===== src/sv/gss_pkg.sv =====
// Shared types and fixed widths of the Gini split scan block.
`default_nettype none
package gss_pkg;

	localparam int COORD_W = 16;
	localparam int COUNT_W = 20;
	localparam int FRAC_W = 16;
	localparam int SAMPLE_W = 21;

	// Proportions and volumes in Q0.F carry one extra bit to hold 1.0.
	localparam int PROP_W = FRAC_W + 1;
	localparam int EMPTY_W = SAMPLE_W + PROP_W;
	localparam int TOT_W = EMPTY_W + 1;
	localparam int SUM_W = TOT_W + 1;
	localparam int MUL_W = EMPTY_W + SAMPLE_W;
	localparam int NUM_W = MUL_W + FRAC_W;
	localparam int DIV_W = SUM_W;
	localparam int QUO_W = EMPTY_W;
	localparam int QB_W = $clog2(QUO_W + 1);

	localparam int CFG_IDX_W = 3;
	localparam int CFG_DATA_W = SAMPLE_W;

	localparam logic [CFG_IDX_W-1:0] REG_NODE_LOW = 3'd0;
	localparam logic [CFG_IDX_W-1:0] REG_NODE_HIGH = 3'd1;
	localparam logic [CFG_IDX_W-1:0] REG_SAMPLE_TOTAL = 3'd2;
	localparam logic [CFG_IDX_W-1:0] REG_EMPTY_TOTAL = 3'd3;
	localparam logic [CFG_IDX_W-1:0] REG_NODE_SIZE = 3'd4;
	localparam logic [CFG_IDX_W-1:0] REG_LEAST_SAMPLES = 3'd5;
	localparam logic [CFG_IDX_W-1:0] REG_LEAST_SIZE = 3'd6;
	localparam logic [CFG_IDX_W-1:0] REG_LEAST_SHARE = 3'd7;

	typedef struct packed {
		logic [COORD_W-1:0] split_value;
		logic [SAMPLE_W-1:0] left_count;
		logic last;
	} item_t;

	typedef struct packed {
		logic [FRAC_W-1:0] top_gain;
		logic [COORD_W-1:0] top_split;
		logic found;
		logic [COUNT_W-1:0] sample_hits;
		logic [COUNT_W-1:0] size_hits;
		logic [COUNT_W-1:0] share_hits;
	} result_t;

	typedef struct packed {
		logic [COORD_W-1:0] node_low;
		logic [COORD_W-1:0] node_high;
		logic [SAMPLE_W-1:0] sample_total;
		logic [SAMPLE_W-1:0] empty_total;
		logic [PROP_W-1:0] node_size;
		logic [SAMPLE_W-1:0] least_samples;
		logic [PROP_W-1:0] least_size;
		logic [PROP_W-1:0] least_share;
	} cfg_t;

	typedef struct packed {
		logic go;
		logic [QB_W-1:0] qbits;
		logic [NUM_W-1:0] num;
		logic [DIV_W-1:0] den;
	} div_req_t;

	typedef struct packed {
		logic done;
		logic [QUO_W-1:0] quo;
	} div_rsp_t;

endpackage
`default_nettype wire


===== src/sv/gss_div.sv =====
// Shared restoring divider, one quotient bit per cycle.
`default_nettype none
module gss_div (
	input logic clk,
	input logic arst_n,
	input gss_pkg::div_req_t req,
	output gss_pkg::div_rsp_t rsp
);
	import gss_pkg::*;

	logic [QB_W-1:0] cnt_q;
	logic done_q;
	logic [DIV_W-1:0] rem_q;
	logic [DIV_W-1:0] den_q;
	logic [QUO_W-1:0] low_q;
	logic [QUO_W-1:0] quo_q;
	logic [DIV_W:0] trial;
	logic [DIV_W:0] diff;
	logic qbit;
	logic [QB_W-1:0] align;

	// The quotient is known to fit in qbits, so the numerator bits above
	// that point already form a remainder smaller than the divisor.
	assign align = QB_W'(QUO_W) - req.qbits;
	assign trial = {rem_q, low_q[QUO_W-1]};
	assign diff = trial - {1'b0, den_q};
	assign qbit = (trial >= {1'b0, den_q});

	always_ff @(posedge clk or negedge arst_n) begin
		if (!arst_n) begin
			cnt_q <= '0;
			done_q <= 1'b0;
		end else begin
			done_q <= 1'b0;
			if (req.go) begin
				cnt_q <= req.qbits;
			end else if (cnt_q != '0) begin
				cnt_q <= cnt_q - 1'b1;
				if (cnt_q == QB_W'(1)) begin
					done_q <= 1'b1;
				end
			end
		end
	end

	always_ff @(posedge clk) begin
		if (req.go) begin
			rem_q <= DIV_W'(req.num >> req.qbits);
			low_q <= QUO_W'(req.num << align);
			den_q <= req.den;
			quo_q <= '0;
		end else if (cnt_q != '0) begin
			rem_q <= qbit ? diff[DIV_W-1:0] : trial[DIV_W-1:0];
			low_q <= {low_q[QUO_W-2:0], 1'b0};
			quo_q <= {quo_q[QUO_W-2:0], qbit};
		end
	end

	assign rsp.done = done_q;
	assign rsp.quo = quo_q;

endmodule
`default_nettype wire


===== src/sv/gss_cfg.sv =====
// Configuration register file of the Gini split scan block.
`default_nettype none
module gss_cfg (
	input logic clk,
	input logic arst_n,
	input logic cfg_valid,
	output logic cfg_ready,
	input logic [gss_pkg::CFG_IDX_W-1:0] cfg_index,
	input logic [gss_pkg::CFG_DATA_W-1:0] cfg_data,
	output gss_pkg::cfg_t regs
);
	import gss_pkg::*;

	cfg_t regs_q;

	assign cfg_ready = 1'b1;

	always_ff @(posedge clk or negedge arst_n) begin
		if (!arst_n) begin
			regs_q.node_low <= '0;
			regs_q.node_high <= '1;
			regs_q.sample_total <= '0;
			regs_q.empty_total <= '0;
			regs_q.node_size <= PROP_W'(1) << FRAC_W;
			regs_q.least_samples <= SAMPLE_W'(1);
			regs_q.least_size <= '0;
			regs_q.least_share <= '0;
		end else if (cfg_valid) begin
			case (cfg_index)
				REG_NODE_LOW: begin
					regs_q.node_low <= cfg_data[COORD_W-1:0];
				end
				REG_NODE_HIGH: begin
					regs_q.node_high <= cfg_data[COORD_W-1:0];
				end
				REG_SAMPLE_TOTAL: begin
					regs_q.sample_total <= cfg_data[SAMPLE_W-1:0];
				end
				REG_EMPTY_TOTAL: begin
					regs_q.empty_total <= cfg_data[SAMPLE_W-1:0];
				end
				REG_NODE_SIZE: begin
					regs_q.node_size <= cfg_data[PROP_W-1:0];
				end
				REG_LEAST_SAMPLES: begin
					regs_q.least_samples <= cfg_data[SAMPLE_W-1:0];
				end
				REG_LEAST_SIZE: begin
					regs_q.least_size <= cfg_data[PROP_W-1:0];
				end
				REG_LEAST_SHARE: begin
					regs_q.least_share <= cfg_data[PROP_W-1:0];
				end
				default: begin
				end
			endcase
		end
	end

	assign regs = regs_q;

endmodule
`default_nettype wire


===== src/sv/gini_split_scan.sv =====
// Top level of the Gini split scan: sequencer, shared multiplier and result register.
`default_nettype none
// Scores candidate split points of one feature and keeps the best Gini gain.
// Each word on the item channel is one candidate; the word marked last yields
// one word on the result channel and clears the running best and hit counters.
// One candidate at a time is processed: item_stall stays high from acceptance
// until the candidate is finished. A node of zero length skips the arithmetic
// and a forbidden candidate ends after the limit check. An allowed candidate
// runs through the single shared divider, which produces one quotient bit per
// cycle over five divisions (two side shares of 17 bits, two side impurities of
// 38 bits and the final score of 17 bits), with the products between them on
// the shared 38 x 21 multiplier. A result waiting on a stalled result channel
// does not block the next candidate until that candidate is the last one of
// its scan.
module gini_split_scan (
	input logic clk,
	input logic arst_n,
	input logic item_valid,
	output logic item_stall,
	input gss_pkg::item_t item,
	output logic result_valid,
	input logic result_stall,
	output gss_pkg::result_t result,
	input logic cfg_valid,
	output logic cfg_ready,
	input logic [gss_pkg::CFG_IDX_W-1:0] cfg_index,
	input logic [gss_pkg::CFG_DATA_W-1:0] cfg_data
);
	import gss_pkg::*;

	typedef enum logic [3:0] {
		ST_IDLE,
		ST_PL,
		ST_PR,
		ST_MUL_EL,
		ST_MUL_ER,
		ST_MUL_VL,
		ST_MUL_VR,
		ST_CHECK,
		ST_MUL_TL,
		ST_TL,
		ST_MUL_TR,
		ST_TR,
		ST_SCORE,
		ST_FINISH
	} state_t;

	typedef enum logic [2:0] {
		OP_PL,
		OP_PR,
		OP_TL,
		OP_TR,
		OP_SCORE
	} op_t;

	cfg_t cfg;
	div_req_t div_req;
	div_rsp_t div_rsp;

	state_t state_q;
	op_t op_q;
	logic div_go_q;
	logic result_valid_q;
	result_t result_q;
	logic [PROP_W-1:0] top_gain_q;
	logic [COORD_W-1:0] top_split_q;
	logic found_q;
	logic [COUNT_W-1:0] sample_hits_q;
	logic [COUNT_W-1:0] size_hits_q;
	logic [COUNT_W-1:0] share_hits_q;

	logic [COORD_W-1:0] split_q;
	logic [SAMPLE_W-1:0] nl_q;
	logic [SAMPLE_W-1:0] nr_q;
	logic last_q;
	logic [PROP_W-1:0] pl_q;
	logic [PROP_W-1:0] pr_q;
	logic [EMPTY_W-1:0] el_q;
	logic [EMPTY_W-1:0] er_q;
	logic [TOT_W-1:0] tot_l_q;
	logic [TOT_W-1:0] tot_r_q;
	logic [SUM_W-1:0] tot_sum_q;
	logic vol_l_hit_q;
	logic [QUO_W-1:0] tl_q;
	logic [QUO_W-1:0] tr_q;
	logic [MUL_W-1:0] mul_q;

	logic node_ok;
	logic [COORD_W-1:0] node_len;
	logic [COORD_W-1:0] split_clamp;
	logic [SAMPLE_W-1:0] right_count;
	logic mul_en;
	logic [EMPTY_W-1:0] mul_a;
	logic [SAMPLE_W-1:0] mul_b;
	logic [TOT_W-1:0] sample_lim;
	logic [MUL_W-1:0] size_lim;
	logic sample_hit;
	logic size_hit;
	logic share_hit;
	logic allowed;
	logic [PROP_W-1:0] half;
	logic [PROP_W-1:0] score;
	logic [PROP_W-1:0] gain;
	logic result_free;

	gss_cfg u_cfg (
		.clk(clk),
		.arst_n(arst_n),
		.cfg_valid(cfg_valid),
		.cfg_ready(cfg_ready),
		.cfg_index(cfg_index),
		.cfg_data(cfg_data),
		.regs(cfg)
	);

	gss_div u_div (
		.clk(clk),
		.arst_n(arst_n),
		.req(div_req),
		.rsp(div_rsp)
	);

	assign node_ok = (cfg.node_high > cfg.node_low);
	assign node_len = cfg.node_high - cfg.node_low;
	assign split_clamp = (item.split_value < cfg.node_low) ? cfg.node_low :
		(item.split_value > cfg.node_high) ? cfg.node_high : item.split_value;
	assign right_count = (cfg.sample_total >= item.left_count) ?
		cfg.sample_total - item.left_count : '0;

	// Divider operands follow the operation that the sequencer launched.
	always_comb begin
		div_req.go = div_go_q;
		div_req.qbits = QB_W'(PROP_W);
		div_req.num = '0;
		div_req.den = DIV_W'(node_len);
		case (op_q)
			OP_PL: begin
				div_req.num = NUM_W'(split_q - cfg.node_low) << FRAC_W;
			end
			OP_PR: begin
				div_req.num = NUM_W'(cfg.node_high - split_q) << FRAC_W;
			end
			OP_TL: begin
				div_req.qbits = QB_W'(QUO_W);
				div_req.num = NUM_W'(mul_q) << FRAC_W;
				div_req.den = DIV_W'(tot_l_q);
			end
			OP_TR: begin
				div_req.qbits = QB_W'(QUO_W);
				div_req.num = NUM_W'(mul_q) << FRAC_W;
				div_req.den = DIV_W'(tot_r_q);
			end
			OP_SCORE: begin
				div_req.num = NUM_W'({1'b0, tl_q} + {1'b0, tr_q}) << (FRAC_W + 1);
				div_req.den = tot_sum_q;
			end
			default: begin
			end
		endcase
	end

	always_comb begin
		mul_en = 1'b1;
		mul_a = '0;
		mul_b = '0;
		case (state_q)
			ST_MUL_EL: begin
				mul_a = EMPTY_W'(cfg.empty_total);
				mul_b = SAMPLE_W'(pl_q);
			end
			ST_MUL_ER: begin
				mul_a = EMPTY_W'(cfg.empty_total);
				mul_b = SAMPLE_W'(pr_q);
			end
			ST_MUL_VL: begin
				mul_a = EMPTY_W'(cfg.node_size);
				mul_b = SAMPLE_W'(pl_q);
			end
			ST_MUL_VR: begin
				mul_a = EMPTY_W'(cfg.node_size);
				mul_b = SAMPLE_W'(pr_q);
			end
			ST_MUL_TL: begin
				mul_a = el_q;
				mul_b = nl_q;
			end
			ST_MUL_TR: begin
				mul_a = er_q;
				mul_b = nr_q;
			end
			default: begin
				mul_en = 1'b0;
			end
		endcase
	end

	// In the check state the product register holds the right-side volume.
	assign sample_lim = TOT_W'(cfg.least_samples) << FRAC_W;
	assign size_lim = MUL_W'(cfg.least_size) << FRAC_W;
	assign sample_hit = (tot_l_q < sample_lim) || (tot_r_q < sample_lim);
	assign size_hit = vol_l_hit_q || (mul_q < size_lim);
	assign share_hit = (pl_q < cfg.least_share) || (pr_q < cfg.least_share);
	assign allowed = !sample_hit && !size_hit && !share_hit &&
		(tot_l_q != '0) && (tot_r_q != '0);

	assign half = PROP_W'(1) << (FRAC_W - 1);
	assign score = div_rsp.quo[PROP_W-1:0];
	assign gain = (score >= half) ? '0 : half - score;

	assign result_free = !result_valid_q || !result_stall;

	always_ff @(posedge clk or negedge arst_n) begin
		if (!arst_n) begin
			state_q <= ST_IDLE;
			op_q <= OP_PL;
			div_go_q <= 1'b0;
			result_valid_q <= 1'b0;
			top_gain_q <= '0;
			top_split_q <= '0;
			found_q <= 1'b0;
			sample_hits_q <= '0;
			size_hits_q <= '0;
			share_hits_q <= '0;
		end else begin
			div_go_q <= 1'b0;
			if (result_valid_q && !result_stall) begin
				result_valid_q <= 1'b0;
			end
			case (state_q)
				ST_IDLE: begin
					if (item_valid) begin
						if (node_ok) begin
							state_q <= ST_PL;
							op_q <= OP_PL;
							div_go_q <= 1'b1;
						end else begin
							state_q <= ST_FINISH;
						end
					end
				end
				ST_PL: begin
					if (div_rsp.done) begin
						state_q <= ST_PR;
						op_q <= OP_PR;
						div_go_q <= 1'b1;
					end
				end
				ST_PR: begin
					if (div_rsp.done) begin
						state_q <= ST_MUL_EL;
					end
				end
				ST_MUL_EL: begin
					state_q <= ST_MUL_ER;
				end
				ST_MUL_ER: begin
					state_q <= ST_MUL_VL;
				end
				ST_MUL_VL: begin
					state_q <= ST_MUL_VR;
				end
				ST_MUL_VR: begin
					state_q <= ST_CHECK;
				end
				ST_CHECK: begin
					if (sample_hit && sample_hits_q != '1) begin
						sample_hits_q <= sample_hits_q + 1'b1;
					end
					if (size_hit && size_hits_q != '1) begin
						size_hits_q <= size_hits_q + 1'b1;
					end
					if (share_hit && share_hits_q != '1) begin
						share_hits_q <= share_hits_q + 1'b1;
					end
					state_q <= allowed ? ST_MUL_TL : ST_FINISH;
				end
				ST_MUL_TL: begin
					state_q <= ST_TL;
					op_q <= OP_TL;
					div_go_q <= 1'b1;
				end
				ST_TL: begin
					if (div_rsp.done) begin
						state_q <= ST_MUL_TR;
					end
				end
				ST_MUL_TR: begin
					state_q <= ST_TR;
					op_q <= OP_TR;
					div_go_q <= 1'b1;
				end
				ST_TR: begin
					if (div_rsp.done) begin
						state_q <= ST_SCORE;
						op_q <= OP_SCORE;
						div_go_q <= 1'b1;
					end
				end
				ST_SCORE: begin
					if (div_rsp.done) begin
						if (gain > top_gain_q) begin
							top_gain_q <= gain;
							top_split_q <= split_q;
							found_q <= 1'b1;
						end
						state_q <= ST_FINISH;
					end
				end
				ST_FINISH: begin
					if (!last_q) begin
						state_q <= ST_IDLE;
					end else if (result_free) begin
						result_valid_q <= 1'b1;
						top_gain_q <= '0;
						top_split_q <= '0;
						found_q <= 1'b0;
						sample_hits_q <= '0;
						size_hits_q <= '0;
						share_hits_q <= '0;
						state_q <= ST_IDLE;
					end
				end
				default: begin
					state_q <= ST_IDLE;
				end
			endcase
		end
	end

	always_ff @(posedge clk) begin
		if (state_q == ST_IDLE && item_valid) begin
			split_q <= split_clamp;
			nl_q <= item.left_count;
			nr_q <= right_count;
			last_q <= item.last;
		end
		if (mul_en) begin
			mul_q <= MUL_W'(mul_a) * MUL_W'(mul_b);
		end
		if (state_q == ST_PL && div_rsp.done) begin
			pl_q <= div_rsp.quo[PROP_W-1:0];
		end
		if (state_q == ST_PR && div_rsp.done) begin
			pr_q <= div_rsp.quo[PROP_W-1:0];
		end
		if (state_q == ST_MUL_ER) begin
			el_q <= mul_q[EMPTY_W-1:0];
		end
		if (state_q == ST_MUL_VL) begin
			er_q <= mul_q[EMPTY_W-1:0];
			tot_l_q <= TOT_W'(el_q) + (TOT_W'(nl_q) << FRAC_W);
		end
		if (state_q == ST_MUL_VR) begin
			vol_l_hit_q <= (mul_q < size_lim);
			tot_r_q <= TOT_W'(er_q) + (TOT_W'(nr_q) << FRAC_W);
		end
		if (state_q == ST_CHECK) begin
			tot_sum_q <= SUM_W'(tot_l_q) + SUM_W'(tot_r_q);
		end
		if (state_q == ST_TL && div_rsp.done) begin
			tl_q <= div_rsp.quo;
		end
		if (state_q == ST_TR && div_rsp.done) begin
			tr_q <= div_rsp.quo;
		end
		if (state_q == ST_FINISH && last_q && result_free) begin
			result_q.top_gain <= top_gain_q[FRAC_W-1:0];
			result_q.top_split <= top_split_q;
			result_q.found <= found_q;
			result_q.sample_hits <= sample_hits_q;
			result_q.size_hits <= size_hits_q;
			result_q.share_hits <= share_hits_q;
		end
	end

	assign item_stall = (state_q != ST_IDLE);
	assign result_valid = result_valid_q;
	assign result = result_q;

endmodule
`default_nettype wire


===== config.mk =====
export PLATFORM = sky130hd
export DESIGN_NAME = gini_split_scan
export DESIGN_NICKNAME = d
export VERILOG_FILES = /design/src/sv/gss_pkg.sv /design/src/sv/gss_div.sv /design/src/sv/gss_cfg.sv /design/src/sv/gini_split_scan.sv
export SDC_FILE = /design/constraint.sdc
export NUM_CORES = 2
export LEC_CHECK = 0
export BUFFER_PORTS_ARGS = -buffer_cell sky130_fd_sc_hd__buf_4
export CAP_MARGIN = 20
export CORE_MARGIN = 5
export CORE_UTILIZATION = 40
export CTS_BUF_LIST = sky130_fd_sc_hd__clkbuf_8
export CTS_CLUSTER_SIZE = 30
export DETAILED_ROUTE_END_ITERATION = 10
export PLACE_DENSITY = 0.53
export RECOVER_POWER = 50
export REMOVE_ABC_BUFFERS = 1
export SLEW_MARGIN = 20
export SYNTH_ARGS = -nofsm -noshare
export SYNTH_HDL_FRONTEND = slang
export SYNTH_SLANG_ARGS = --single-unit

===== constraint.sdc =====
create_clock -name clk -period 17.7 [get_ports clk]
set_input_delay 0.885 -clock clk [delete_from_list [all_inputs] [get_ports clk]]
set_output_delay 0.885 -clock clk [all_outputs]
set_load 0.02 [all_outputs]

; ---- Word level (Yosys, flattened, before mapping)
; Index checks and enable logic that the tools add are counted.
; Widths: inputs -> output; s select.
[word_totals]
regBits = 928
latchBits = 0
mem_bits_rw = 0
romBits = 0
input_bits = 67
word_cells = 240
n_memories = 0
[op_classes]
add_sub_neg = 15
multipliers = 1
div = 0
n_lt_le_gt_ge = 12
eq_ne = 42
shift = 2
muxes = 66
n_bitwise = 0
n_reduce_logical = 57
[ops]
columns = cell, n
row1 = $pmux 75 s4, 1
row2 = $pmux 38 s4, 1
row3 = $mux 40, 3
row4 = $pmux 20 s2, 3
row5 = $pmux 40 s3, 1
row6 = $mux 20, 5
row7 = $mux 16, 6
row8 = $mux 17, 5
row9 = $pmux 21 s4, 1
row10 = $add 38x37->39, 2
row11 = $lt 39x37->1, 2
row12 = $reduce_bool 39->1, 2
row13 = $mux 38, 2
row14 = $shl 75x6->38, 1
row15 = $shr 75x6->40, 1
row16 = $add 20x1->20 const B, 3
row17 = $ne 20x20->1 const B, 3
row18 = $lt 59x33->1, 1
row19 = $mul 38x21->59, 1
row20 = $pmux 4 s14, 1
row21 = $ge 41x40->1, 1
row22 = $add 39x39->40, 1
row23 = $sub 40x40->40, 1
row24 = $add 38x38->39, 1
row25 = 47 further kinds, 146

; ---- Logic depth before layout (Yosys ltp)
[logic_depth]
ltp_word = 9
ltp_mapped = 36

; ---- Modules after synthesis
; Synthesis repeated with hierarchy kept, for this count alone.
[hier_totals]
hier_cells = 8308
hier_area_um2 = 81011.4
[modules_own_cells]
columns = mod, instances, cells_each, area_each_um2
row1 = gini_split_scan, 1, 6292, 60754.5
row2 = gss_div, 1, 1697, 14714.1
row3 = gss_cfg, 1, 319, 5542.8

; ---- Least setup slack after synthesis
; No wires, ideal clock.
[synth_timing]
path_type = reg-to-reg
startpoint = register state_q[1]
endpoint = register mul_q[52], data pin
setup_ns = 0.258
arrival_ns = 8.436
required_ns = 17.442
slack_ns = 9.005
path_stages_with_launch = 35
path_buffers = 6
path_cell_list = dfrtp_1 -> clkbuf_1 -> or2_2 -> clkbuf_1 -> nor2_1 -> buf_2 -> buf_1 -> a22oi_1 -> nand2_1 -> clkbuf_1 -> nand2_1 -> fa_1 -> inv_1 -> fa_1 -> inv_1 -> fa_1 -> inv_1 -> fa_1 -> fa_1 -> fa_1 -> inv_1 -> fa_1 -> inv_1 -> ha_1 -> clkbuf_1 -> a21oi_1 -> o21ai_0 -> o21bai_1 -> a221o_1 -> o31a_1 -> or3_1 -> a31o_2 -> a21o_1 -> a21oi_1 -> xnor2_1
[synth_between]
elab_chain_len = 4
[synth_rtl]
columns = item, line
row1 = "start, declared", gini_split_scan.sv:60  ; state_t state_q;
row2 = "start signal, assigned", gini_split_scan.sv:275  ; state_q <= allowed ? ST_MUL_TL : ST_FINISH;
row3 = $eq 4x3->1 or $eq 4x2->1 (tied branches), gini_split_scan.sv:166  ; case (state_q)
row4 = $reduce_or 2->1 (no line), n/a
row5 = $pmux 38 s4 or $pmux 21 s4 (tied branches), gini_split_scan.sv:166
row6 = $mul 38x21->59 *, gini_split_scan.sv:338  ; mul_q <= MUL_W'(mul_a) * MUL_W'(mul_b);
row7 = "end signal, assigned", gini_split_scan.sv:338
row8 = "end, declared", gini_split_scan.sv:86  ; logic [MUL_W-1:0] mul_q;
; Mark *: on every way between the ends. The rest lies on a longest branch, timed or not.
; A chain may end at the register's enable or synchronous reset.

; ---- Worst setup path in the final report
[layout_timing]
startpoint = register state_q[2]
endpoint = register mul_q[57], data pin
; The elaborated chain is that of the path after synthesis.

==> impl_metrics.ini <==
[status]
run_status = finished, violations left
failed_checks = capacitance limit, slew limit

[grt]
antenna_found_initial = 26
wire_length_of_the_first_global_routing_pass_mm = 390
grt_pass1_vias = 57800
grt_max_degree = 78
grt_util_all_layers = 0.274
grt_overflow = 0

[placed_design]
buffer_ports.inserted = 161
globalplace.congestion = 1.01
place.detailed.hpwl_mm = 211
place_worst_setup_slack_ps = 7730
number_of_placed_instances_taps_included = 9891

[timing]
maxSlewHeadroom = -1.81
number_of_hold_violations_in_the_final_report = 0
timing.final.setup_violations = 0
worst_pin_slew_ps = 4220
finalMaxSlewViolations = 616
finalCritPeriodShare = 0.571
worst_clock_skew_ps = 53.6
setup_tns_ps = 0
post_layout_minimum_cycle_time_ps = 10100
worst_slack_ps = 7600
rsz0062_at_grt = false
max_clock_freq_mhz = 99.0

[setup_path]
critPathBufInv = 9
worstReg2RegStart = state_q[2]
critPathArrivalTime_ps = 10710
cp-start-kind = flip-flop
critical-path-top-cell-by-count = sky130_fd_sc_hd__fa_1
regToRegEndpoint = mul_q[57]
critPathSlowestCell = sky130_fd_sc_hd__buf_4
crit_fanout = 54
timing.reg2reg.setup_slack_ps = 7600
setup.worst_path.class = reg2reg
reg2regPathDepth = 33
worst_ep_required_time_ps = 18310
path_delay_family = adder cells
worstSetupEndpointType = flip-flop
cpPeakStageDelay_ps = 590

[synthesis]
synth-edff-count = 618
synth_top_flop_cell = sky130_fd_sc_hd__edfxtp_1
ys_types = 104
synthArstFlopShare = 0.281
synthesis.area_per_instance_sq_um = 9.98
ys_seq_elements = 912
mappedNetlistArea_sq_mm = 0.0741
synth.yosys.warnings = 0
ys_seq_area_frac = 0.348
syn-instance-count = 7421

[clock_network]
cts_tree = yes
cts_setup_buffers = 0
cts-resized-gates = 0
clock_path_buffers = 3
cts_hold_repair.buffers = 1
clock_sinks = 912
path_clk_slew_ps = 60
ctsHtreeMaxLevel = 4
cts-buffers-inserted = 164
latest_clock_arrival_within_the_worst_skew_pair_ps = 900
cts.root.buffer_cell = sky130_fd_sc_hd__clkbuf_8

[run]
drv.max_cap_violation_count = 15

[cells_and_area]
nNetsFinal = 8874
post_route_cells_drive_above_1_share = 0.0900
areaGrowthSynthToFinish_pct = 10.1
fillerInstances = 17900
final_cells = 10200

[min_path]
hold_class = in2reg
hold_path_end = last_q
hold_path.startpoint = item[0]
hold_path_depth = 1

[floorplan]
floorplan.initialDensity = 0.401
core_sq_mm = 0.185
dieHeight_um = 440
top_level_ports = 163
die_area_sq_mm = 0.194
die_w_um = 440
fp-row-count = 158

[drt]
drtAntennaViolNets = 0
post_drt_wl_per_cell_um = 26.1
first_iter_violations = 4820
drt_wl_total_mm = 267
num_vias = 56900
avgViaCountPerCell = 5.58
remaining_drcs = 0
detailed_routing_iteration_count_for_the_pre_antenna_repair_pass = 6
## layout make-up
type	instances	area, sq um	area share
flip-flops and latches	912	25700	0.316
inverters	1029	3870	0.0474
repair buffers	284	1960	0.0241
well taps	2480	3100	0.0381
diodes	19	47.5	0.000583
clock buffers	189	2600	0.0319
clock inverters	114	754	0.00925
multi-input cells	5187	43400	0.533
## cells in the final DEF (no fill, tap or decap), drive strengths merged, types with 237 or more instances in the layout
master and n:
dfrtp 238, nand2 985, nor2 593, clkbuf 237
edfxtp 618, ha 539, o21ai 307, inv 1083
fa 690, a21oi 350
## Yosys cell counts (41+ instances only)
cell type,instances,share of area
sky130_fd_sc_hd__inv_1,1026,0.052
sky130_fd_sc_hd__o21ai_0,264,0.018
sky130_fd_sc_hd__clkbuf_1,251,0.013
sky130_fd_sc_hd__nor3_1,66,0.0045
sky130_fd_sc_hd__dfrtp_1,238,0.080
sky130_fd_sc_hd__nor2_1,591,0.030
sky130_fd_sc_hd__and3_1,43,0.0036
sky130_fd_sc_hd__nand3_1,118,0.0080
sky130_fd_sc_hd__nand2_1,985,0.050
sky130_fd_sc_hd__fa_1,690,0.19
sky130_fd_sc_hd__nor2b_1,48,0.0041
sky130_fd_sc_hd__a21oi_1,349,0.024
sky130_fd_sc_hd__xnor2_1,172,0.020
sky130_fd_sc_hd__nand4_1,101,0.0085
sky130_fd_sc_hd__a21o_1,159,0.016
sky130_fd_sc_hd__ha_1,539,0.091
sky130_fd_sc_hd__mux2i_1,88,0.012
sky130_fd_sc_hd__xor2_1,107,0.013
sky130_fd_sc_hd__nor4_1,54,0.0046
sky130_fd_sc_hd__edfxtp_1,618,0.25
sky130_fd_sc_hd__o21bai_1,41,0.0042
sky130_fd_sc_hd__mux2_2,131,0.020
## worst max path at each step
stage	depth (start not counted)	start	end
after floorplan	29	state_q[0]	mul_q[57]
after global placement	30	state_q[2]	mul_q[55]
after detailed placement	33	state_q[2]	mul_q[57]
after CTS	32	state_q[2]	mul_q[55]
after global routing	33	state_q[2]	mul_q[57]
final	33	state_q[2]	mul_q[57]
## per-layer routing
metal | track usage | share of wire | vias up
met5 | 0 | 0.00058 | -
met1 | 0.352 | 0.41 | 28800
met3 | 0.0495 | 0.069 | 536
met4 | 0.122 | 0.052 | 12
met2 | 0.453 | 0.47 | 2151
li1 | - | - | 25400
## logic make-up (layout without fill, tap and decap cells)
group                    after synthesis  after routing  share of synthesized area
XOR/XNOR                             279            279                     0.0330
adder cells (fa/ha/maj)             1229           1229                      0.278
buffers and inverters               1322           1616                     0.0674
AND/OR/NAND/NOR                     2186           2186                      0.131
multiplexers                         220            220                     0.0320
other                                  1             20                  0.0000506
flip-flops                           912            912                      0.348
AO/OA/AOI/OAI                       1272           1272                      0.112
## sequential cells by signal (all words and copies together), names as in the netlist, 22 cells and up
| register | count |
|---|---|
| el_q | 38 |
| er_q | 38 |
| mul_q | 59 |
| result | 93 |
| tl_q | 38 |
| tot_l_q | 39 |
| tot_r_q | 39 |
| tot_sum_q | 40 |
| tr_q | 38 |
| u_cfg.regs | 146 |
| u_div.den_q | 40 |
| u_div.low_q | 22 |
| u_div.quo_q | 38 |
| u_div.rem_q | 40 |
## stage by stage
step,area [sq um],utilization,hold WS (ps)
after floorplan,72900,-,425
after global placement,78300,0.424,431
after detailed placement,78300,0.424,436
after CTS,81700,0.442,98.0
after global routing,81500,0.441,139
final,81500,0.441,204
Power is not shown: default switching activity piles up to over one toggle a cycle in this logic, so the estimate is an artifact.
